## config.mk

```make
export PLATFORM = sky130hd
export DESIGN_NAME = scqd_queue
export DESIGN_NICKNAME = d
export VERILOG_FILES = /design/src/rtl/core/scored_class_queue_dispatcher_macros.svh /design/src/rtl/core/scqd_pkg.sv /design/src/rtl/core/scqd_queue.sv
export SDC_FILE = /design/constraint.sdc
export NUM_CORES = 2
export LEC_CHECK = 0
export ABC_AREA = 0
export BUFFER_PORTS_ARGS = -buffer_cell sky130_fd_sc_hd__buf_2
export CELL_PAD_IN_SITES_DETAIL_PLACEMENT = 2
export CELL_PAD_IN_SITES_GLOBAL_PLACEMENT = 2
export CORE_UTILIZATION = 35
export CTS_CLUSTER_DIAMETER = 40
export DETAILED_ROUTE_END_ITERATION = 10
export PLACE_DENSITY = 0.63
export SLEW_MARGIN = 25
export SYNTH_ARGS = -nofsm -noshare
export SYNTH_HDL_FRONTEND = slang
export SYNTH_SLANG_ARGS = --single-unit
```

## constraint.sdc

```tcl
create_clock -name i_clk -period 3.45 [get_ports i_clk]
set_clock_uncertainty 0.2 [all_clocks]
set_input_delay 0.345 -clock i_clk [delete_from_list [all_inputs] [get_ports i_clk]]
set_output_delay 0.345 -clock i_clk [all_outputs]
set_load 0.05 [all_outputs]
```

## src/rtl/core/scored_class_queue_dispatcher_macros.svh

```systemverilog
// Assertion macros shared by the dispatcher RTL.
`ifndef SCORED_CLASS_QUEUE_DISPATCHER_MACROS_SVH
`define SCORED_CLASS_QUEUE_DISPATCHER_MACROS_SVH

// Same-cycle implication, disabled while reset is asserted.
`define SCQD_ASSERT_NOW(label, clk, rst_n, ante, cons, msg) \
    label: assert property (@(posedge clk) disable iff (!(rst_n)) (ante) |-> (cons)) \
        else $error(msg);

// Next-cycle implication, disabled while reset is asserted.
`define SCQD_ASSERT_NEXT(label, clk, rst_n, ante, cons, msg) \
    label: assert property (@(posedge clk) disable iff (!(rst_n)) (ante) |=> (cons)) \
        else $error(msg);

`endif

```

## src/rtl/core/scqd_pkg.sv

```systemverilog
// Types, codes and reset constants of the scored class queue dispatcher.
`default_nettype none
package scqd_pkg;

    localparam int QUEUE_DEPTH_DEF = 128;
    localparam int NUM_CLASSES     = 3;
    localparam int SCORE_W         = 10;
    localparam int PROX_W          = 4;
    localparam int ENTRY_W         = SCORE_W + PROX_W;
    localparam int CFG_ADDR_W      = 5;
    localparam int CFG_DATA_W      = 32;

    localparam logic OP_ADD  = 1'b0;
    localparam logic OP_TICK = 1'b1;

    localparam logic [1:0] CLS_FIRE    = 2'd0;
    localparam logic [1:0] CLS_MEDICAL = 2'd1;
    localparam logic [1:0] CLS_POLICE  = 2'd2;

    localparam logic [2:0] REG_FIRE_WEIGHT    = 3'd0;
    localparam logic [2:0] REG_MEDICAL_WEIGHT = 3'd1;
    localparam logic [2:0] REG_POLICE_WEIGHT  = 3'd2;
    localparam logic [2:0] REG_PROX_REF       = 3'd3;
    localparam logic [2:0] REG_WEATHER_BONUS  = 3'd4;
    localparam logic [2:0] REG_NIGHT_BONUS    = 3'd5;
    localparam logic [2:0] REG_NIGHT_START    = 3'd6;
    localparam logic [2:0] REG_NIGHT_END      = 3'd7;

    localparam logic [6:0] RST_FIRE_WEIGHT    = 7'd30;
    localparam logic [6:0] RST_MEDICAL_WEIGHT = 7'd40;
    localparam logic [6:0] RST_POLICE_WEIGHT  = 7'd25;
    localparam logic [3:0] RST_PROX_REF       = 4'd10;
    localparam logic [4:0] RST_WEATHER_BONUS  = 5'd5;
    localparam logic [4:0] RST_NIGHT_BONUS    = 5'd5;
    localparam logic [4:0] RST_NIGHT_START    = 5'd22;
    localparam logic [4:0] RST_NIGHT_END      = 5'd6;

    localparam logic [2:0] WEATHER_BONUS_CODE = 3'd1;

    typedef struct packed {
        logic [6:0] fire_weight;
        logic [6:0] medical_weight;
        logic [6:0] police_weight;
        logic [3:0] proximity_reference;
        logic [4:0] weather_bonus;
        logic [4:0] night_bonus;
        logic [4:0] night_start_hour;
        logic [4:0] night_end_hour;
    } t_cfg;

    typedef struct packed {
        logic rd;
        logic push;
        logic pop;
    } t_q_ctrl;

    typedef struct packed {
        logic nonempty;
        logic full;
    } t_q_status;

endpackage
`default_nettype wire

```

## src/rtl/core/scqd_queue.sv

```systemverilog
// One class queue: a ring in a synchronous memory with its pointers and fill count.
`default_nettype none
module scqd_queue #(
    parameter int DEPTH = scqd_pkg::QUEUE_DEPTH_DEF
) (
    input  wire logic                              i_clk,
    input  wire logic                              i_rst_n,
    input  wire scqd_pkg::t_q_ctrl                 i_ctrl,
    input  wire logic [scqd_pkg::ENTRY_W-1:0]      i_wdata,
    output logic      [scqd_pkg::ENTRY_W-1:0]      o_head,
    output scqd_pkg::t_q_status                    o_status
);

    localparam int PTR_W = (DEPTH > 1) ? $clog2(DEPTH) : 1;
    localparam int CNT_W = $clog2(DEPTH + 1);

    logic [scqd_pkg::ENTRY_W-1:0] r_mem [DEPTH];
    logic [scqd_pkg::ENTRY_W-1:0] r_head;
    logic [PTR_W-1:0]             r_rd_ptr;
    logic [PTR_W-1:0]             r_wr_ptr;
    logic [CNT_W-1:0]             r_count;
    logic [PTR_W-1:0]             n_rd_ptr;
    logic [PTR_W-1:0]             n_wr_ptr;
    logic [CNT_W-1:0]             n_count;

    assign o_head          = r_head;
    assign o_status.full     = (r_count == CNT_W'(DEPTH));
    assign o_status.nonempty = (r_count != '0);

    // The memory holds payload only; occupancy tells which entries are live.
    always_ff @(posedge i_clk) begin
        if (i_ctrl.push) begin
            r_mem[r_wr_ptr] <= i_wdata;
        end
        if (i_ctrl.rd) begin
            r_head <= r_mem[r_rd_ptr];
        end
    end

    always_comb begin
        n_rd_ptr = r_rd_ptr;
        n_wr_ptr = r_wr_ptr;
        n_count  = r_count;
        if (i_ctrl.push) begin
            n_wr_ptr = (r_wr_ptr == PTR_W'(DEPTH - 1)) ? '0 : r_wr_ptr + 1'b1;
            n_count  = r_count + 1'b1;
        end else if (i_ctrl.pop) begin
            n_rd_ptr = (r_rd_ptr == PTR_W'(DEPTH - 1)) ? '0 : r_rd_ptr + 1'b1;
            n_count  = r_count - 1'b1;
        end
    end

    always_ff @(posedge i_clk) begin
        if (!i_rst_n) begin
            r_rd_ptr <= '0;
            r_wr_ptr <= '0;
            r_count  <= '0;
        end else begin
            r_rd_ptr <= n_rd_ptr;
            r_wr_ptr <= n_wr_ptr;
            r_count  <= n_count;
        end
    end

endmodule
`default_nettype wire

```

Word level (Yosys, flattened, before mapping)
Memories as Yosys holds them, arrays and structs flattened. A register that Yosys moved wholly into a read port is not among the register bits.
Index checks and enable logic that the tools add are counted.
Operators by class
  add/subtract/negate cells: 4
  multipliers: 0
  div/mod/pow operators: 0
  magnitude comparators: 0
  equality and inequality tests: 3
  shift-type cells: 0
  mux-type cells: 6
  bitwise gates (word level): 1
  reductions and logical operators: 3
Operators by type and width (number)
  $mux W8: 2
  $add A7 B1 Y7 const B: 2
  $eq A7 B7 Y1 const B: 2
  $mux W7: 2
  $add A8 B1 Y8 const B: 1
  $eq A8 B8 Y1 const B: 1
  $reduce_bool A8 Y1: 1
  $sub A8 B1 Y8 const B: 1
  $mux W1: 2
  $reduce_and A2 Y1: 1
  $reduce_bool A2 Y1: 1
  $not A1 Y1: 1
Word-level totals
  register bits after elaboration: 22
  latch bits: 0
  bits in writable memories: 1792
  bits in read-only memories: 0
  input bits: 19
  word-level logic and storage cells: 21
  memories: 1
Memory list
  r_mem: words 128, bits a word 14, rd ports 1, clocked after memory_dff 1, wr ports 1, RTL line scqd_queue.sv:17  | logic [scqd_pkg::ENTRY_W-1:0] r_mem [DEPTH];

Logic depth before layout (Yosys ltp)
  depth after elaboration: 3
  mapped depth: 11
  mapped depth without buffers: 7

Least setup slack after synthesis
OpenSTA, ideal clock, no wires.
  path type: input port to flip-flop
  start: input port i_ctrl[1] in the netlist's numbering
  end: memory r_mem[76][0] in the netlist's numbering, enable pin
  arrival: 2.306 ns
  data required time: 2.847 ns
  path slack: 0.541 ns
  stages: 4
  cells stage by stage: clkbuf_1 > clkbuf_1 > nand4_1 > nor3_1
On the way
  word-level cells in the longest chain between the ends: 2
Ends and longest elaborated chain
  start: declaration: RTL line scqd_queue.sv:8  | input wire scqd_pkg::t_q_ctrl i_ctrl,
  $mux W1: RTL line scqd_queue.sv:32  | if (i_ctrl.push) begin
  $mux W1 (implied by the code): RTL line scqd_queue.sv:33  | r_mem[r_wr_ptr] <= i_wdata;
  end: declaration: RTL line scqd_queue.sv:17
Every way passes these cells.

==> metrics.md <==
| Metric | Value |
|---|---|
| Synth cell types | `64` |
| Worst-skew pair later-pin latency | `between 0.9 and 1 ns` |
| Drt first-iter violations | `~4000` |
| Synthesis-to-layout area growth | `21.0%` |
| Post-layout minimum cycle time | `3.39 ns` |
| Commonest cells in the netlist | `edfxtp_1, mux4_2, mux2i_1` |
| Worst EP required | `3.86 ns` |
| Core Util, Final | `42.7%` |
| H-tree levels | `5` |
| Sequential share of the synthesized area | `77.4%` |
| Worst setup slack after layout | `~0.064 ns` |
| I/O pin cnt | `35` |
| CP Class | `register to register` |
| Leakage | `roughly 0.027 uW` |
| Largest net degree at the start of global routing | `approximately 130` |
| WP data arrival | `3.79 ns` |
| CTS root buf | `clkbuf_16` |
| Comb pwr share | `between 4 and 5%` |
| Cells after DPL | `6189` |
| Peak fanout along the critical path | `22` |
| Overflow after GRT | `0` |
| #FFs+latches synth | `around 1800` |
| DP Worst Slack | `-0.0174 ns` |
| Gr busiest metal | `met2` |
| Sequential Power Share | `between 40 and 50%` |
| Total GRT Usage | `a little under a quarter` |
| Post-Syn Area | `approximately 71000 um2` |
| Synth warn | `0` |
| Final Setup Violations | `0` |
| RSZ-0062 raised after global routing | `no` |
| Routed wire length | `232000 um` |
| Hold Crit Class | `primary input to register` |
| Met2 usage | `37.2%` |
| Most frequent cell after synthesis | `edfxtp_1` |
| Core Region | `between 200000 and 250000 um2` |
| Total CTS buffers | `between 200 and 300` |
| Final Cycle Share | `a little over nine tenths` |
| Initial antenna violation count | `10` |
| Mapped Nets | `~3400` |
| Setup crit start kind | `register` |
| Sink Count | `~1800` |
| Routing usage on met1 | `30.8%` |
| First-pass GRT wire length | `326000 um` |
| Status | `complete, but fails checks` |
| Slew @ Worst Pin | `~1.1 ns` |
| Clk buf depth | `4` |
| R2R setup slack | `0.06 ns` |
| Area of the die | `around 200000 um2` |
| Clk pwr share | `50.8%` |
| Cells after Synth | `between 3000 and 4000` |
| Fin Hold WS | `about 0.27 ns` |
| Top FF cell, synth | `edfxtp_1` |
| Violated checks | `design-rule violations` |
| Post-DP HPWL | `between 100000 and 150000 um` |
| Asr flop ratio synth | `0%` |
| PortBufs | `34` |
| Pint | `between 40000 and 50000 uW` |
| Drt wl/cell | `approximately 35 um` |
| Post-DRT Antenna Nets | `0` |
| Syn Area/Cell | `21.0 um2` |
| Met3 usage | `3.67%` |
| Switching Share | `22.1%` |
| Nets | `a little under 4000` |
| Via count | `about 38000` |
| Total power | `~55000 uW` |
| Starting Density | `35.3%` |
| Post-CTS setup buffer count | `0` |
| Number of synthesized flops with an enable pin | `1806` |
| # Max-Cap Violations | `0` |
| Relative slew slack | `around 29%` |
| Share of cells above drive strength 1 | `about 29%` |
| Die Span Y | `about 450 um` |
| Worst VDD drop | `around 0.55 mV` |
| Drt pass-1 iters | `9` |
| Vias/cell | `between 5 and 6` |
| Clk slew on worst S/H paths | `around 0.060 ns` |
| Vias in the first global route | `~41000` |
| Area contributors post-synth | `edfxtp_1, mux4_2, mux2i_1, nor2_1, buf_6` |
| Max Freq | `between 200 and 300 MHz` |
| Post-Layout Cell Count | `approximately 6700` |
| Final Max Slew Viols | `0` |
| CTS tree | `done` |
| CP endpoint kind | `register` |
| Sw power | `around 12000 uW` |
| Yosys top cell by area | `edfxtp_1` |
| Fin. Hold Viols | `0` |
| Pwr Density | `between 600 and 700 nW/um2` |
| DRC viols | `2` |
| Die X | `about 450 um` |
| Fillers | `between 15000 and 20000` |
| RD Place Congestion | `0.797` |
| Synth top area share | `~77%` |
| Std cell rows | `roughly 160` |
timing repair:
action                                  in CTS  in global routing
gates resized for setup                      3                  0
hold buffers                                19                  0
hold endpoints to repair                   777                  0
endpoints found under the setup margin       2                  0
metrics by stage:
| step | TNS [ns] | instance area (um2) |
|---|---|---|
| 2_1_floorplan | 0 | 70700 |
| 3_3_place_gp | -0.210 | 76200 |
| 3_5_place_dp | -0.0174 | 76200 |
| 4_1_cts | 0 | 85500 |
| 5_1_grt | 0 | 85500 |
| 6_report | 0 | 85500 |
worst paths after layout:
check	from	end	cells after the start
worst min register to register	r_count[5]	r_count[5]	2
worst min-delay path	i_wdata[13]	r_mem[44][13]	2
worst max register to register	r_rd_ptr[0]	o_head[13]	7
worst max-delay path	r_rd_ptr[0]	o_head[13]	7
cell usage in the layout, fill, tap and decap left out, types with 45 or more instances in the layout:
| master | netlist | routed |
|---|---|---|
| clkbuf_16 | 0 | 290 |
| mux2i_1 | 194 | 194 |
| a211oi_1 | 56 | 54 |
| a22oi_1 | 64 | 64 |
| buf_4 | 16 | 305 |
| edfxtp_1 | 1806 | 1806 |
| buf_12 | 1 | 45 |
| nand2_1 | 94 | 94 |
| o22ai_1 | 58 | 58 |
| nor2_1 | 154 | 153 |
| mux4_2 | 361 | 361 |
sequential cells by signal (all words and copies together) (netlist names):
| register | flops |
|---|---|
| r_count | 8 |
| r_wr_ptr | 7 |
| r_rd_ptr | 7 |
| o_head | 14 |
| r_mem | 1792 |
power by group through the flow:
stage | sequential (uW) | clock (uW) | combinational, uW
6_report | 24600 | 27900 | 2460
5_1_grt | 24600 | 29100 | 2600
4_1_cts | 24600 | 28400 | 2500
3_5_place_dp | 25000 | 0 | 2450
3_3_place_gp | 25000 | 0 | 2380
2_1_floorplan | 25000 | 0 | 1320
worst max-delay path: stages (launching register included):
cell	delay [ns]
dfxtp_4	0.42
buf_12	0.26
buf_4	0.31
mux4_2	0.53
a22oi_1	0.20
a31oi_1	0.21
or4_1	0.72
o32a_1	0.24
area by class of cell:
cell class	instances	area [um2]	area share, %
Clock inverter	169	1700	1.99
Antenna cell	4	10.0	0.0117
Timing Repair Buffer	389	3480	4.07
Tap cell	2656	3320	3.89
Sequential cell	1828	54700	64.0
Clock buffer	327	7410	8.66
Inverter	5	18.8	0.0220
Multi-Input combinational cell	1330	14900	17.4
metal layers:
metal	routed length [um]	vias to the layer above	share of wire, %
li1	-	15100	-
met1	98000	20900	42
met2	113000	1455	49
met3	13700	374	5.9
met4	7860	2	3.4
met5	13	-	0.0056
kinds of logic after synthesis:
group,Yosys count,share of synthesized area [%]
adders and majority gates,9,0.170
DFF,1828,77.4
xor gates and xnor gates,14,0.173
and+or+nand+nor,394,2.57
muxes,557,14.3
AOI/OAI and AO/OA,356,3.71
buffers and inverters,203,1.73
No activity file was read; power rests on OpenSTA's default activity.
