<file path="config.mk">
export PLATFORM = sky130hd
export DESIGN_NAME = scqd_config
export DESIGN_NICKNAME = d
export VERILOG_FILES = /design/src/rtl/core/scored_class_queue_dispatcher_macros.svh /design/src/rtl/core/scqd_pkg.sv /design/src/rtl/core/scqd_config.sv
export SDC_FILE = /design/constraint.sdc
export NUM_CORES = 1
export LEC_CHECK = 0
export ABC_AREA = 1
export BUFFER_PORTS_ARGS = -buffer_cell sky130_fd_sc_hd__buf_2
export CAP_MARGIN = 20
export CORE_MARGIN = 4
export CORE_UTILIZATION = 49
export DETAILED_ROUTE_END_ITERATION = 10
export GPL_TIMING_DRIVEN = 0
export PLACE_DENSITY = 0.84
export SLEW_MARGIN = 10
export SYNTH_ARGS = -nofsm -noshare
export SYNTH_HDL_FRONTEND = slang
export SYNTH_SLANG_ARGS = --single-unit
</file>
<file path="constraint.sdc">
create_clock -name i_clk -period 2.2 [get_ports i_clk]
set_clock_uncertainty 0.05 [all_clocks]
set_input_delay 0 -clock i_clk [delete_from_list [all_inputs] [get_ports i_clk]]
set_output_delay 0 -clock i_clk [all_outputs]
set_load 0.005 [all_outputs]
</file>
<file path="src/rtl/core/scored_class_queue_dispatcher_macros.svh">
// Assertion macros shared by the dispatcher RTL.
`ifndef SCORED_CLASS_QUEUE_DISPATCHER_MACROS_SVH
`define SCORED_CLASS_QUEUE_DISPATCHER_MACROS_SVH

// Same-cycle implication, disabled while reset is asserted.
`define SCQD_ASSERT_NOW(label, clk, rst_n, ante, cons, msg) \
    label: assert property (@(posedge clk) disable iff (!(rst_n)) (ante) |-> (cons)) \
        else $error(msg);

// Next-cycle implication, disabled while reset is asserted.
`define SCQD_ASSERT_NEXT(label, clk, rst_n, ante, cons, msg) \
    label: assert property (@(posedge clk) disable iff (!(rst_n)) (ante) |=> (cons)) \
        else $error(msg);

`endif

</file>
<file path="src/rtl/core/scqd_pkg.sv">
// Types, codes and reset constants of the scored class queue dispatcher.
`default_nettype none
package scqd_pkg;

    localparam int QUEUE_DEPTH_DEF = 128;
    localparam int NUM_CLASSES     = 3;
    localparam int SCORE_W         = 10;
    localparam int PROX_W          = 4;
    localparam int ENTRY_W         = SCORE_W + PROX_W;
    localparam int CFG_ADDR_W      = 5;
    localparam int CFG_DATA_W      = 32;

    localparam logic OP_ADD  = 1'b0;
    localparam logic OP_TICK = 1'b1;

    localparam logic [1:0] CLS_FIRE    = 2'd0;
    localparam logic [1:0] CLS_MEDICAL = 2'd1;
    localparam logic [1:0] CLS_POLICE  = 2'd2;

    localparam logic [2:0] REG_FIRE_WEIGHT    = 3'd0;
    localparam logic [2:0] REG_MEDICAL_WEIGHT = 3'd1;
    localparam logic [2:0] REG_POLICE_WEIGHT  = 3'd2;
    localparam logic [2:0] REG_PROX_REF       = 3'd3;
    localparam logic [2:0] REG_WEATHER_BONUS  = 3'd4;
    localparam logic [2:0] REG_NIGHT_BONUS    = 3'd5;
    localparam logic [2:0] REG_NIGHT_START    = 3'd6;
    localparam logic [2:0] REG_NIGHT_END      = 3'd7;

    localparam logic [6:0] RST_FIRE_WEIGHT    = 7'd30;
    localparam logic [6:0] RST_MEDICAL_WEIGHT = 7'd40;
    localparam logic [6:0] RST_POLICE_WEIGHT  = 7'd25;
    localparam logic [3:0] RST_PROX_REF       = 4'd10;
    localparam logic [4:0] RST_WEATHER_BONUS  = 5'd5;
    localparam logic [4:0] RST_NIGHT_BONUS    = 5'd5;
    localparam logic [4:0] RST_NIGHT_START    = 5'd22;
    localparam logic [4:0] RST_NIGHT_END      = 5'd6;

    localparam logic [2:0] WEATHER_BONUS_CODE = 3'd1;

    typedef struct packed {
        logic [6:0] fire_weight;
        logic [6:0] medical_weight;
        logic [6:0] police_weight;
        logic [3:0] proximity_reference;
        logic [4:0] weather_bonus;
        logic [4:0] night_bonus;
        logic [4:0] night_start_hour;
        logic [4:0] night_end_hour;
    } t_cfg;

    typedef struct packed {
        logic rd;
        logic push;
        logic pop;
    } t_q_ctrl;

    typedef struct packed {
        logic nonempty;
        logic full;
    } t_q_status;

endpackage
`default_nettype wire

</file>
<file path="src/rtl/core/scqd_config.sv">
// APB-style register file holding the scoring weights and bonuses, the proximity reference and the night hours.
`default_nettype none
module scqd_config (
    input  wire logic                                i_clk,
    input  wire logic                                i_rst_n,
    input  wire logic                                psel,
    input  wire logic                                penable,
    input  wire logic                                pwrite,
    input  wire logic [scqd_pkg::CFG_ADDR_W-1:0]     paddr,
    input  wire logic [scqd_pkg::CFG_DATA_W-1:0]     pwdata,
    output logic      [scqd_pkg::CFG_DATA_W-1:0]     prdata,
    output logic                                     pready,
    output scqd_pkg::t_cfg                           o_cfg
);

    scqd_pkg::t_cfg r_cfg;
    logic           wr_en;
    logic [2:0]     reg_idx;

    assign pready  = 1'b1;
    assign wr_en   = psel && penable && pwrite;
    assign reg_idx = paddr[4:2];
    assign o_cfg   = r_cfg;

    always_ff @(posedge i_clk) begin
        if (!i_rst_n) begin
            r_cfg.fire_weight         <= scqd_pkg::RST_FIRE_WEIGHT;
            r_cfg.medical_weight      <= scqd_pkg::RST_MEDICAL_WEIGHT;
            r_cfg.police_weight       <= scqd_pkg::RST_POLICE_WEIGHT;
            r_cfg.proximity_reference <= scqd_pkg::RST_PROX_REF;
            r_cfg.weather_bonus       <= scqd_pkg::RST_WEATHER_BONUS;
            r_cfg.night_bonus         <= scqd_pkg::RST_NIGHT_BONUS;
            r_cfg.night_start_hour    <= scqd_pkg::RST_NIGHT_START;
            r_cfg.night_end_hour      <= scqd_pkg::RST_NIGHT_END;
        end else if (wr_en) begin
            case (reg_idx)
                scqd_pkg::REG_FIRE_WEIGHT:    r_cfg.fire_weight         <= pwdata[6:0];
                scqd_pkg::REG_MEDICAL_WEIGHT: r_cfg.medical_weight      <= pwdata[6:0];
                scqd_pkg::REG_POLICE_WEIGHT:  r_cfg.police_weight       <= pwdata[6:0];
                scqd_pkg::REG_PROX_REF:       r_cfg.proximity_reference <= pwdata[3:0];
                scqd_pkg::REG_WEATHER_BONUS:  r_cfg.weather_bonus       <= pwdata[4:0];
                scqd_pkg::REG_NIGHT_BONUS:    r_cfg.night_bonus         <= pwdata[4:0];
                scqd_pkg::REG_NIGHT_START:    r_cfg.night_start_hour    <= pwdata[4:0];
                scqd_pkg::REG_NIGHT_END:      r_cfg.night_end_hour      <= pwdata[4:0];
                default: ;
            endcase
        end
    end

    always_comb begin
        case (reg_idx)
            scqd_pkg::REG_FIRE_WEIGHT:    prdata = {25'd0, r_cfg.fire_weight};
            scqd_pkg::REG_MEDICAL_WEIGHT: prdata = {25'd0, r_cfg.medical_weight};
            scqd_pkg::REG_POLICE_WEIGHT:  prdata = {25'd0, r_cfg.police_weight};
            scqd_pkg::REG_PROX_REF:       prdata = {28'd0, r_cfg.proximity_reference};
            scqd_pkg::REG_WEATHER_BONUS:  prdata = {27'd0, r_cfg.weather_bonus};
            scqd_pkg::REG_NIGHT_BONUS:    prdata = {27'd0, r_cfg.night_bonus};
            scqd_pkg::REG_NIGHT_START:    prdata = {27'd0, r_cfg.night_start_hour};
            scqd_pkg::REG_NIGHT_END:      prdata = {27'd0, r_cfg.night_end_hour};
            default:                      prdata = '0;
        endcase
    end

endmodule
`default_nettype wire

</file>
# Yosys cells after proc, flatten, opt, wreduce, memory -nomap -nowiden
# Index checks and enable logic that the tools add are counted.
# word_totals
output_inout_bits	78
in_bits	42
wordCells	27
register_bits	45
# classes
reduce_logical	11
muxes	1
eq_ne	7
# ops
cell	n
one-hot mux 32 bit (8 select lines)	1
AND reduction 2 bit	8
== test 3 bit (second input constant)	4
== test 3 x 2 -> 1 bit (second input constant)	2
== test 3 x 1 -> 1 bit (second input constant)	1
logical NOT 3 bit	1
logical AND 1 bit	2

# Longest topological paths before layout
# Gate-level depths: netlist (run 1).
# logic_depth
word_depth	3
depth_mapped	7
depth_no_buf	6

# Least setup slack after synthesis (run 1)
# OpenSTA, ideal clock, no wires.
# synth_timing
path_kind	input port to flip-flop
startpoint	input port paddr[4] (netlist bit)
endpoint	register r_cfg (netlist bit o_cfg[25])
required_time_ns	2.034
path_stages	7
arrival_ns	0.747
n_path_buf	1
slack_ns	1.288
path_cell_list	buf_4 inv_6 nand3_1 nor2_4 inv_2 nor2_1 nor2_1
# synth_via
elab_chain_len	2
# synth_rtl
element	line_no	rtl
from (decl)	scqd_config.sv:9	input wire logic [scqd_pkg::CFG_ADDR_W-1:0] paddr,
== test 3 x 2 -> 1 bit	scqd_config.sv:36	case (reg_idx)
AND reduction 2 bit (no line)	--	
to (decl)	scqd_config.sv:16	scqd_pkg::t_cfg r_cfg;
# No other way between the ends.
# A chain may end at the register's enable or synchronous reset.

# Final worst setup path (run 1)
# layout_timing
startpoint	register r_cfg (netlist bit o_cfg[18])
endpoint	output port prdata[3] (netlist bit)
# layout_via
elab_chain_len	1
# layout_rtl
element	line_no	rtl
one-hot mux 32 bit (8 select lines)	scqd_config.sv:51	case (reg_idx)
to (decl)	scqd_config.sv:11	output logic [scqd_pkg::CFG_DATA_W-1:0] prdata,
# No other way between the ends. The select of a mux whose other input is x is not followed.

==> metrics.md, run 1 <==
| Metric | Value |
|---|---|
| Row cnt | `25` |
| Status | `complete, no violations` |
| Clock sinks | `45` |
| Ant. Diodes | `0` |
| Syn Std Cell Area | `0.00241 mm²` |
| Initial antenna violation count | `0` |
| CTS tree | `built` |
| Htree depth | `2` |
| Netlist cell types | `24` |
| Post-Syn Instances | `340` |
| Worst ir drop on vdd | `0.329 mV` |
| Data arrival time of the worst path | `between 1 and 1.5 ns` |
| Worst hold start | `pwdata[4]` |
| Vias | `2491` |
| Final max-slew violation count | `0` |
| Total CTS buffers | `5` |
| Vias in the first global route | `2338` |
| Core Util, Final | `0.631` |
| Ys Warns | `0` |
| Core Area | `0.00475 mm²` |
| Worst hold endpoint | `o_cfg[42]` |
| Clk_lat worst skew | `approximately 0.29 ns` |
| Leak pwr | `1.61 nW` |
| RD Place Congestion | `approximately 0.9` |
| Overflow after GRT | `0` |
| Deepest clock path buffer count | `2` |
| CP max FO | `3` |
| Reg2reg start | `o_cfg[19]` |
| P&R area growth vs syn | `24.6%` |
| First DRT Iteration DRCs | `247` |
| GRT Resource Usage Total | `0.226` |
| DR WL/cell | `13.5 µm` |
| Post-route DRC violation count | `0` |
| FF+latch count, synth | `45` |
| Req. time, crit path | `2.15 ns` |
| Initial Util | `0.506` |
| R2r endpoint | `o_cfg[19]` |
| Die width | `approximately 78 µm` |
| Peak Freq | `0.822 GHz` |
| R2R Setup Slk | `about 1.5 ns` |
| Slew margin rel. | `0.615` |
| Worst hold path cell count | `3` |
| RSZ-0062 raised after global routing | `false` |
| Root Buffer | `clkbuf_8` |
| Worst-margin pin slew | `0.578 ns` |
| First-pass GRT wire length | `11000 µm` |
| Post-DRT Antenna Nets | `0` |
| Cts repair resizes | `0` |
| Final period utilization | `0.553` |
| R2r worst-path depth | `2` |
| Die height | `about 78 µm` |
| Largest net degree at the start of global routing | `14` |
| Layout Nets | `474` |
| Via density | `4.99` |
| Syn avg cell area | `slightly above 7 µm²` |
| Tmin final | `1.22 ns` |
| Detailed-route wire length | `around 6700 µm` |
| Clk slew on worst S/H paths | `0.08 ns` |
| Pwr Density | `between 500 and 600 mW/mm²` |
| Share of cells above drive strength 1 | `0.292` |
| Setup TNS | `0 ns` |
| DRT Pass-1 Iters | `6` |
| Maximum Capacitance Violations | `0` |
| Crit path launch type | `flip-flop` |
| Crit path kind | `flip-flop to output pin` |
| Crit. End Element | `output pin` |
| Final Hold Vio Count | `0` |
| Max reg flops | `45` |
| Endpoints failing setup | `0` |
| HP Class | `primary input to flip-flop` |
| I/O pin cnt | `120` |
| Post-DP HPWL | `5060 µm` |
| Die area | `between 0.006 and 0.007 mm²` |
| Port buffer count | `59` |
| Sequential fraction of the synthesis area | `0.374` |
==> synth_stat cells (all sizes together) <==
cell	count	area [µm²]
nand2	73	292
nor2	73	354
dfxtp	45	901
buf	36	259
nand3	36	215
o21ai	25	125
nand4	21	131
inv	19	76.3
clkbuf	7	26.3
conb	2	7.51
o211ai	2	15.0
clkinv	1	5.00
==> how the worst max path moves through the flow <==
| stage | startpoint | endpoint | slack, ns | cells past startpoint |
|---|---|---|---|---|
| 2_1_floorplan | paddr[4] | o_cfg[25] | 1.29 | 7 |
| 3_3_place_gp | i_rst_n | o_cfg[43] | 1.06 | 4 |
| 3_5_place_dp | i_rst_n | o_cfg[8] | 1.04 | 4 |
| 4_1_cts | o_cfg[15] | prdata[0] | 0.99 | 5 |
| 5_1_grt | o_cfg[17] | prdata[2] | 0.88 | 5 |
| 6_report | o_cfg[18] | prdata[3] | 0.98 | 5 |
==> layout by cell type, fill, tap and decap left out, drive strengths merged <==
cell / count
dlygate4sd3: 2
nand4: 21
clkbuf: 12
inv: 19
nand3: 36
o211ai: 2
dfxtp: 45
clkinv: 2
nand2: 73
o21ai: 25
conb: 26
nor2: 73
buf: 95
bufinv: 1
==> logic make-up (layout without fill, tap and decap cells) <==
family,count (synthesis),count (layout),synth area share
and+or+nand+nor,203,203,0.412
AOI/OAI and AO/OA,27,27,0.0582
buffers and inverters,63,131,0.152
DFF,45,45,0.374
other,2,26,0.00312
==> final cells by class <==
cell class	instances	area, µm²
Fill cell	463	1750
Multi-Input combinational cell	256	1230
Sequential cell	45	901
Timing Repair Buffer	61	315
Buffer	43	285
Tap cell	67	83.8
Inverter	20	81.3
Clock buffer	5	68.8
Clock inverter	2	35.0
==> per-layer routing <==
metal	vias up	global-route usage	wire length, µm
li1	1229	-	-
met2	135	0.378	3180
met3	13	0.0505	662
met4	0	0.0647	98
met5	-	0	0
met1	1114	0.292	2790
==> power by group <==
part	total, W	switching [W]	internal [W]
clock network	0.000600	0.000270	0.000330
logic	0.000231	0.000141	0.0000899
registers	0.000833	0.00000834	0.000824
total	0.00166	0.000419	0.00124
==> metrics by stage <==
stage / setup slack [ns] / total power (W) / hold slack [ns] / cells / area, µm²
2_1_floorplan: 1.29 / 0.00101 / 0.0763 / 364 / 2500
3_3_place_gp: 1.06 / 0.00107 / 0.210 / 490 / 2880
3_5_place_dp: 1.04 / 0.00107 / 0.207 / 490 / 2880
4_1_cts: 0.992 / 0.00166 / 0.00675 / 499 / 3000
5_1_grt: 0.877 / 0.00174 / 0.00239 / 499 / 3000
6_report: 0.984 / 0.00166 / 0.0111 / 499 / 3000
==> worst max-delay path, stage by stage, from the launching register on <==
cell and delay (ns):
dfxtp_1 0.34, nand3_1 0.09, nand2_1 0.05, nor2_1 0.15, nand3_1 0.10, buf_2 0.14
==> what timing repair did <==
action                                 in CTS  in global routing
endpoints found under the hold margin       6                  0
hold buffers                                2                  0
setup buffers                               0                  0
Power figures use the tool's default switching activity.
==> inputs of run 2 (changes only) <==
CORE_UTILIZATION = 46   (was 49)
PLACE_DENSITY = 0.79   (was 0.84)
clock period = 1.2 ns   (was 2.2 ns; I/O delays follow)
==> run 2 against run 1 <==
Compared with the run above:
- the run now ends with negative setup slack left
- cell area increased by 2.4%
- clock power increased by 55%
- sequential share of layout area decreased by 0.17 points
- global-route usage decreased by 0.87 points
- highest routed layer unchanged
- cell count increased by 1.8%
- non-clock buffer count increased by 5
- power increased by 74%
- largest cell class unchanged
- first-iteration DRC count decreased by 50%
- register-to-register slack got worse by 1.1 ns
- sequential cell count unchanged
- die area increased by 5.8%
==> metrics.md, run 2 (synthesis gave the netlist of run 1 again) <==
| Metric | Value |
|---|---|
| Final max-slew violation count | `0 (unchanged)` |
| Clk_lat worst skew | `0.29 ns (about the same)` |
| Detailed-route wire length | `7000 µm (was 6730 µm)` |
| First-pass GRT wire length | `10900 µm (was 11000 µm)` |
| Worst hold path cell count | `3 (unchanged)` |
| Tmin final | `1.23 ns` |
| GRT Resource Usage Total | `0.217 (was 0.226)` |
| R2R Setup Slk | `0.40 ns (was 1.48 ns)` |
| Endpoints failing setup | `2 (was 0)` |
| Placed cell areas | `0.00288 mm² (about the same)` |
| Clock sinks | `45 (unchanged)` |
| DRT Pass-1 Iters | `5 (was 6)` |
| Share of cells above drive strength 1 | `0.349 (was 0.292)` |
| Overflow after GRT | `0 (unchanged)` |
| Layout Nets | `479 (was 474)` |
| Deepest clock path buffer count | `2 (unchanged)` |
| Maximum Capacitance Violations | `0 (unchanged)` |
| Port buffer count | `59 (unchanged)` |
| Core Util, Final | `0.605 (was 0.631)` |
| Root Buffer | `clkbuf_8 (unchanged)` |
| First DRT Iteration DRCs | `123 (was 247)` |
| RD Place Congestion | `0.929 (was 0.895)` |
| Largest net degree at the start of global routing | `15 (was 14)` |
| Data arrival time of the worst path | `1.18 ns (was 1.17 ns)` |
| Max reg flops | `45 (unchanged)` |
| RSZ-0062 raised after global routing | `true (was false)` |
| DR WL/cell | `13.8 µm (was 13.5 µm)` |
| Status | `finished with violations (was complete, no violations)` |
| Initial Util | `0.474 (was 0.506)` |
| CP max FO | `2 (was 3)` |
| Highest-count cells in the layout ignoring fill and taps | `nand2_1, buf_2, nor2_1 (unchanged)` |
| Commonest non-fill, non-tap cell in the layout | `nand2_1 (unchanged)` |
| Die area | `0.00645 mm² (was 0.00610 mm²)` |
| Total CTS buffers | `5 (unchanged)` |
| Peak Freq | `0.815 GHz` |
| Vias in the first global route | `2258 (was 2338)` |
| R2r worst-path depth | `3 (was 2)` |
| Req. time, crit path | `1.15 ns (was 2.15 ns)` |
| Pwr Density | `943 mW/mm² (was 554 mW/mm²)` |
| Vias | `2493 (was 2491)` |
| Post-DP HPWL | `5110 µm (was 5060 µm)` |
| Slew margin rel. | `0.610 (was 0.615)` |
| Setup TNS | `-0.0441 ns (was 0 ns)` |
| Leak pwr | `1.63 nW (was 1.61 nW)` |
| Core Area | `0.00507 mm² (was 0.00475 mm²)` |
| Crit path setup slack, layout | `-0.0267 ns (was 0.984 ns)` |
| Clk slew on worst S/H paths | `0.09 ns (was 0.08 ns)` |
| Die height | `80.3 µm (was 78.1 µm)` |
| Crit path launch type | `flip-flop (unchanged)` |
| Worst ir drop on vdd | `0.512 mV (was 0.329 mV)` |
| Crit. End Element | `output pin (unchanged)` |
| Violated checks | `negative setup slack` |
| HP Class | `primary input to flip-flop (unchanged)` |
| CTS tree | `built (unchanged)` |
| Via density | `4.91 (was 4.99)` |
| Htree depth | `2 (unchanged)` |
| P&R area growth vs syn | `27.6% (was 24.6%)` |
| I/O pin cnt | `120 (unchanged)` |
| Post-route DRC violation count | `0 (unchanged)` |
| Final period utilization | `1.02` |
| Post-DRT Antenna Nets | `0 (unchanged)` |
| Post-route cell area | `0.00307 mm² (was 0.00300 mm²)` |
| Crit path kind | `flip-flop to output pin (unchanged)` |
| Initial antenna violation count | `0 (unchanged)` |
| Row cnt | `26 (was 25)` |
| Worst-margin pin slew | `0.586 ns (was 0.578 ns)` |
| Die width | `80.3 µm (was 78.1 µm)` |
| Final Hold Vio Count | `0 (unchanged)` |
| Ant. Diodes | `0 (unchanged)` |
==> run 2: where the power goes <==
part,switching (W),internal (W),total [W]
logic,0.000267,0.000171,0.000439
clock network,0.000520,0.000410,0.000930
registers,0.0000155,0.00151,0.00153
total,0.000803,0.00209,0.00290
==> run 2: cell type report <==
type | count | area [µm²]
Fill cell | 506 | 2000
Tap cell | 70 | 87.6
Inverter | 20 | 81.3
Multi-Input combinational cell | 256 | 1260
Buffer | 43 | 285
Clock inverter | 2 | 15.0
Timing Repair Buffer | 66 | 353
Sequential cell | 45 | 917
Clock buffer | 6 | 72.6
==> run 2: per-layer routing <==
layer / part of all wire / track usage / vias up
met4: 0.014 / 0.0642 / 0
met2: 0.46 / 0.346 / 129
met5: 0 / 0 / -
met1: 0.43 / 0.288 / 1112
met3: 0.10 / 0.0549 / 10
li1: - / - / 1242
==> run 2: worst max-delay path, stage by stage (launching register included) <==
cell and delay, ns:
dfxtp_2 0.33, nand4_1 0.09, nand2_1 0.06, nor2_1 0.13, nand3_1 0.11, buf_2 0.14
==> run 2: stage by stage <==
| stage | cells | setup slack (ns) | hold WS [ns] | power [W] |
|---|---|---|---|---|
| 2_1_floorplan | 364 | 0.288 | 0.0763 | 0.00185 |
| 3_3_place_gp | 493 | 0.103 | 0.218 | 0.00197 |
| 3_5_place_dp | 493 | 0.0751 | 0.219 | 0.00197 |
| 4_1_cts | 504 | -0.0102 | 0.00618 | 0.00289 |
| 5_1_grt | 508 | -0.139 | 0.00918 | 0.00303 |
| 6_report | 508 | -0.0267 | 0.0118 | 0.00290 |
==> run 2: worst paths after layout <==
path | from | endpoint
worst min-delay path | i_rst_n | o_cfg[25]
worst max-delay path | o_cfg[20] | prdata[0]
worst min register to register | o_cfg[23] | o_cfg[23]
worst max register to register | o_cfg[27] | o_cfg[27]
==> run 2: what timing repair did <==
action                                  4_1_cts  5_1_grt
endpoints found under the setup margin        5        5
endpoints found under the hold margin         6        0
gates resized for setup                       6       16
hold buffers                                  2        0
pin swaps                                     5        9
setup buffers                                 1        4
==> inputs of run 3 (changes only) <==
CORE_UTILIZATION = 40   (was 46)
PLACE_DENSITY = 0.7   (was 0.79)
clock period = 1.4 ns   (was 1.2 ns; I/O delays follow)
==> run 3 against run 2 <==
Compared with the run above:
- the run now ends clean
- core utilization down 7.6 points
- wire length down 0.49%
- via count down 2.5%
- sequential share of layout area up 0.11 points
- worst setup slack better by 0.20 ns
- clock power up 2%
- critical path type unchanged
==> metrics.md, run 3 (synthesis gave the netlist of run 1 again) <==
| Metric | Value |
|---|---|
| Data arrival time of the worst path | `1.17 ns (was 1.18 ns)` |
| HP Class | `primary input to flip-flop (unchanged)` |
| WP buf/inv | `1 (unchanged)` |
| Clock sinks | `45 (unchanged)` |
| Status | `complete, no violations (was finished with violations)` |
| Die area | `0.00732 mm² (was 0.00645 mm²)` |
| Multi-input gate area in the final layout | `0.00123 mm² (was 0.00126 mm²)` |
| Final Hold Vio Count | `0 (unchanged)` |
| # Post-CTS Setup Buffers | `0 (was 1)` |
| Total CTS buffers | `5 (unchanged)` |
| Crit path launch type | `flip-flop (unchanged)` |
| Peak Freq | `between 0.8 and 0.9 GHz` |
| R2r worst-path depth | `2 (was 3)` |
| Maximum Capacitance Violations | `0 (unchanged)` |
| Endpoints failing setup | `0 (was 2)` |
| Reg2reg start | `o_cfg[22] (was o_cfg[27])` |
| Post-route DRC violation count | `0 (unchanged)` |
| Family with the most delay on the worst path | `simple AND/OR/NAND/NOR gates (unchanged)` |
| First DRT Iteration DRCs | `246 (was 123)` |
| Initial Util | `0.424 (was 0.474)` |
| Final max-slew violation count | `0 (unchanged)` |
| Commonest non-fill, non-tap cell in the layout | `nand2_1 (unchanged)` |
| Slew margin rel. | `0.605 (was 0.610)` |
| Largest net degree at the start of global routing | `14 (was 15)` |
| Slowest cell delay on critical path | `0.34 ns (was 0.33 ns)` |
| Root Buffer | `clkbuf_8 (unchanged)` |
| Most used cell, CP | `nand3_1` |
| Port buffer count | `59 (unchanged)` |
| Worst-margin pin slew | `0.593 ns (was 0.586 ns)` |
| Vias | `2431 (was 2493)` |
| Ant. Diodes | `0 (unchanged)` |
| Worst hold endpoint | `o_cfg[39] (was o_cfg[25])` |
| Max reg flops | `45 (unchanged)` |
| Critical-path cell list | `nand3_1 -> nand2_1 -> nor2_1 -> nand3_1 -> buf_2 (was nand4_1 -> nand2_1 -> nor2_1 -> nand3_1 -> buf_2)` |
| Die width | `85.6 µm (was 80.3 µm)` |
| Core Util, Final | `0.530 (was 0.605)` |
| Leak pwr | `1.61 nW (was 1.63 nW)` |
| Initial antenna violation count | `0 (unchanged)` |
| Crit path kind | `flip-flop to output pin (unchanged)` |
| R2R Setup Slk | `0.68 ns (was 0.40 ns)` |
| Overflow after GRT | `0 (unchanged)` |
| DR WL/cell | `13.8 µm (about the same)` |
| GRT Resource Usage Total | `0.193 (was 0.217)` |
| RSZ-0062 raised after global routing | `false (was true)` |
| Row cnt | `27 (was 26)` |
| Post-DRT Antenna Nets | `0 (unchanged)` |
| Pwr Density | `872 mW/mm² (was 943 mW/mm²)` |
| CTS tree | `built (unchanged)` |
| Deepest clock path buffer count | `2 (unchanged)` |
| Final period utilization | `0.873` |
| I/O pin cnt | `120 (unchanged)` |
| Crit path setup slack, layout | `0.177 ns (was -0.0267 ns)` |
| Req. time, crit path | `1.35 ns (was 1.15 ns)` |
| Register area | `901 µm² (was 917 µm²)` |
| Placement Setup Slack | `0.216 ns (was 0.0751 ns)` |
| Via density | `4.82 (was 4.91)` |
| Cts repair resizes | `0 (was 6)` |
| Highest-count cells in the layout ignoring fill and taps | `nand2_1, buf_2, nor2_1 (unchanged)` |
| Setup TNS | `0 ns (was -0.0441 ns)` |
| Share of cells above drive strength 1 | `0.292 (was 0.349)` |
| # fillers | `579 (was 506)` |
| Post-DP HPWL | `5280 µm (was 5110 µm)` |
| Hold_buf cts | `2 (unchanged)` |
| P&R area growth vs syn | `24.9% (was 27.6%)` |
| DRT Pass-1 Iters | `5 (unchanged)` |
| First-pass GRT wire length | `11400 µm (was 10900 µm)` |
| Clk_lat worst skew | `0.29 ns (about the same)` |
| Crit. End Element | `output pin (unchanged)` |
| Worst hold start | `pwdata[1] (was i_rst_n)` |
| Worst hold path cell count | `3 (unchanged)` |
| R2r endpoint | `o_cfg[22] (was o_cfg[27])` |
| Htree depth | `2 (unchanged)` |
| Clk slew on worst S/H paths | `0.08 ns (was 0.09 ns)` |
| Tmin final | `between 1 and 1.5 ns` |
| CP max-delay cell | `dfxtp_1 (was dfxtp_2)` |
| Core Area | `0.00568 mm² (was 0.00507 mm²)` |
| Layout Nets | `474 (was 479)` |
| Die height | `85.6 µm (was 80.3 µm)` |
| Vias in the first global route | `2295 (was 2258)` |
| CP max FO | `3 (was 2)` |
| Detailed-route wire length | `6960 µm (was 7000 µm)` |
| RD Place Congestion | `0.887 (was 0.929)` |
| Worst ir drop on vdd | `0.537 mV (was 0.512 mV)` |
## run 3: worst max path at each step
stage | startpoint | endpoint | slack, ns | cells past startpoint
after detailed placement | i_rst_n | o_cfg[6] | 0.22 | 3
after global routing | o_cfg[32] | prdata[1] | 0.07 | 5
final | o_cfg[17] | prdata[2] | 0.18 | 5
after global placement | i_rst_n | o_cfg[43] | 0.25 | 4
after CTS | o_cfg[17] | prdata[2] | 0.18 | 5
after floorplan | paddr[4] | o_cfg[25] | 0.49 | 7
## run 3: metrics by stage
stage	hold slack [ns]	power, W	instance area (µm²)	instances
4_1_cts	0.0109	0.00263	3010	504
5_1_grt	0.0177	0.00272	3010	504
3_5_place_dp	0.220	0.00169	2880	495
6_report	0.0236	0.00262	3010	504
3_3_place_gp	0.211	0.00169	2880	495
2_1_floorplan	0.0763	0.00158	2500	364
## run 3: worst min-delay path: cells and delay by family
family                 cells  cell delay (ns)
buffers and inverters      1             0.17
AND/OR/NAND/NOR            2             0.15
## run 3: per-layer routing
layer	wire, µm	part of all wire	GRT usage	vias to the layer above
li1	-	-	-	1227
met1	3000	0.43	0.259	1079
met2	3230	0.46	0.314	112
met3	598	0.086	0.0423	13
met4	127	0.018	0.0504	0
met5	0	0	0	-
## run 3: cell type report
cell class | instances | share of cell area
multi-input cells | 256 | 0.409
flip-flops and latches | 45 | 0.300
repair buffers | 61 | 0.105
plain buffers | 43 | 0.0949
well taps | 72 | 0.0300
inverters | 20 | 0.0270
clock buffers | 5 | 0.0229
clock inverters | 2 | 0.0117
## run 3: power by group
part / internal [W] / leakage [nW] / switching, W
Sequential: 0.00130 / 0.364 / 0.0000133
Combinational: 0.000141 / 1.19 / 0.000223
Clock: 0.000519 / 0.0540 / 0.000431
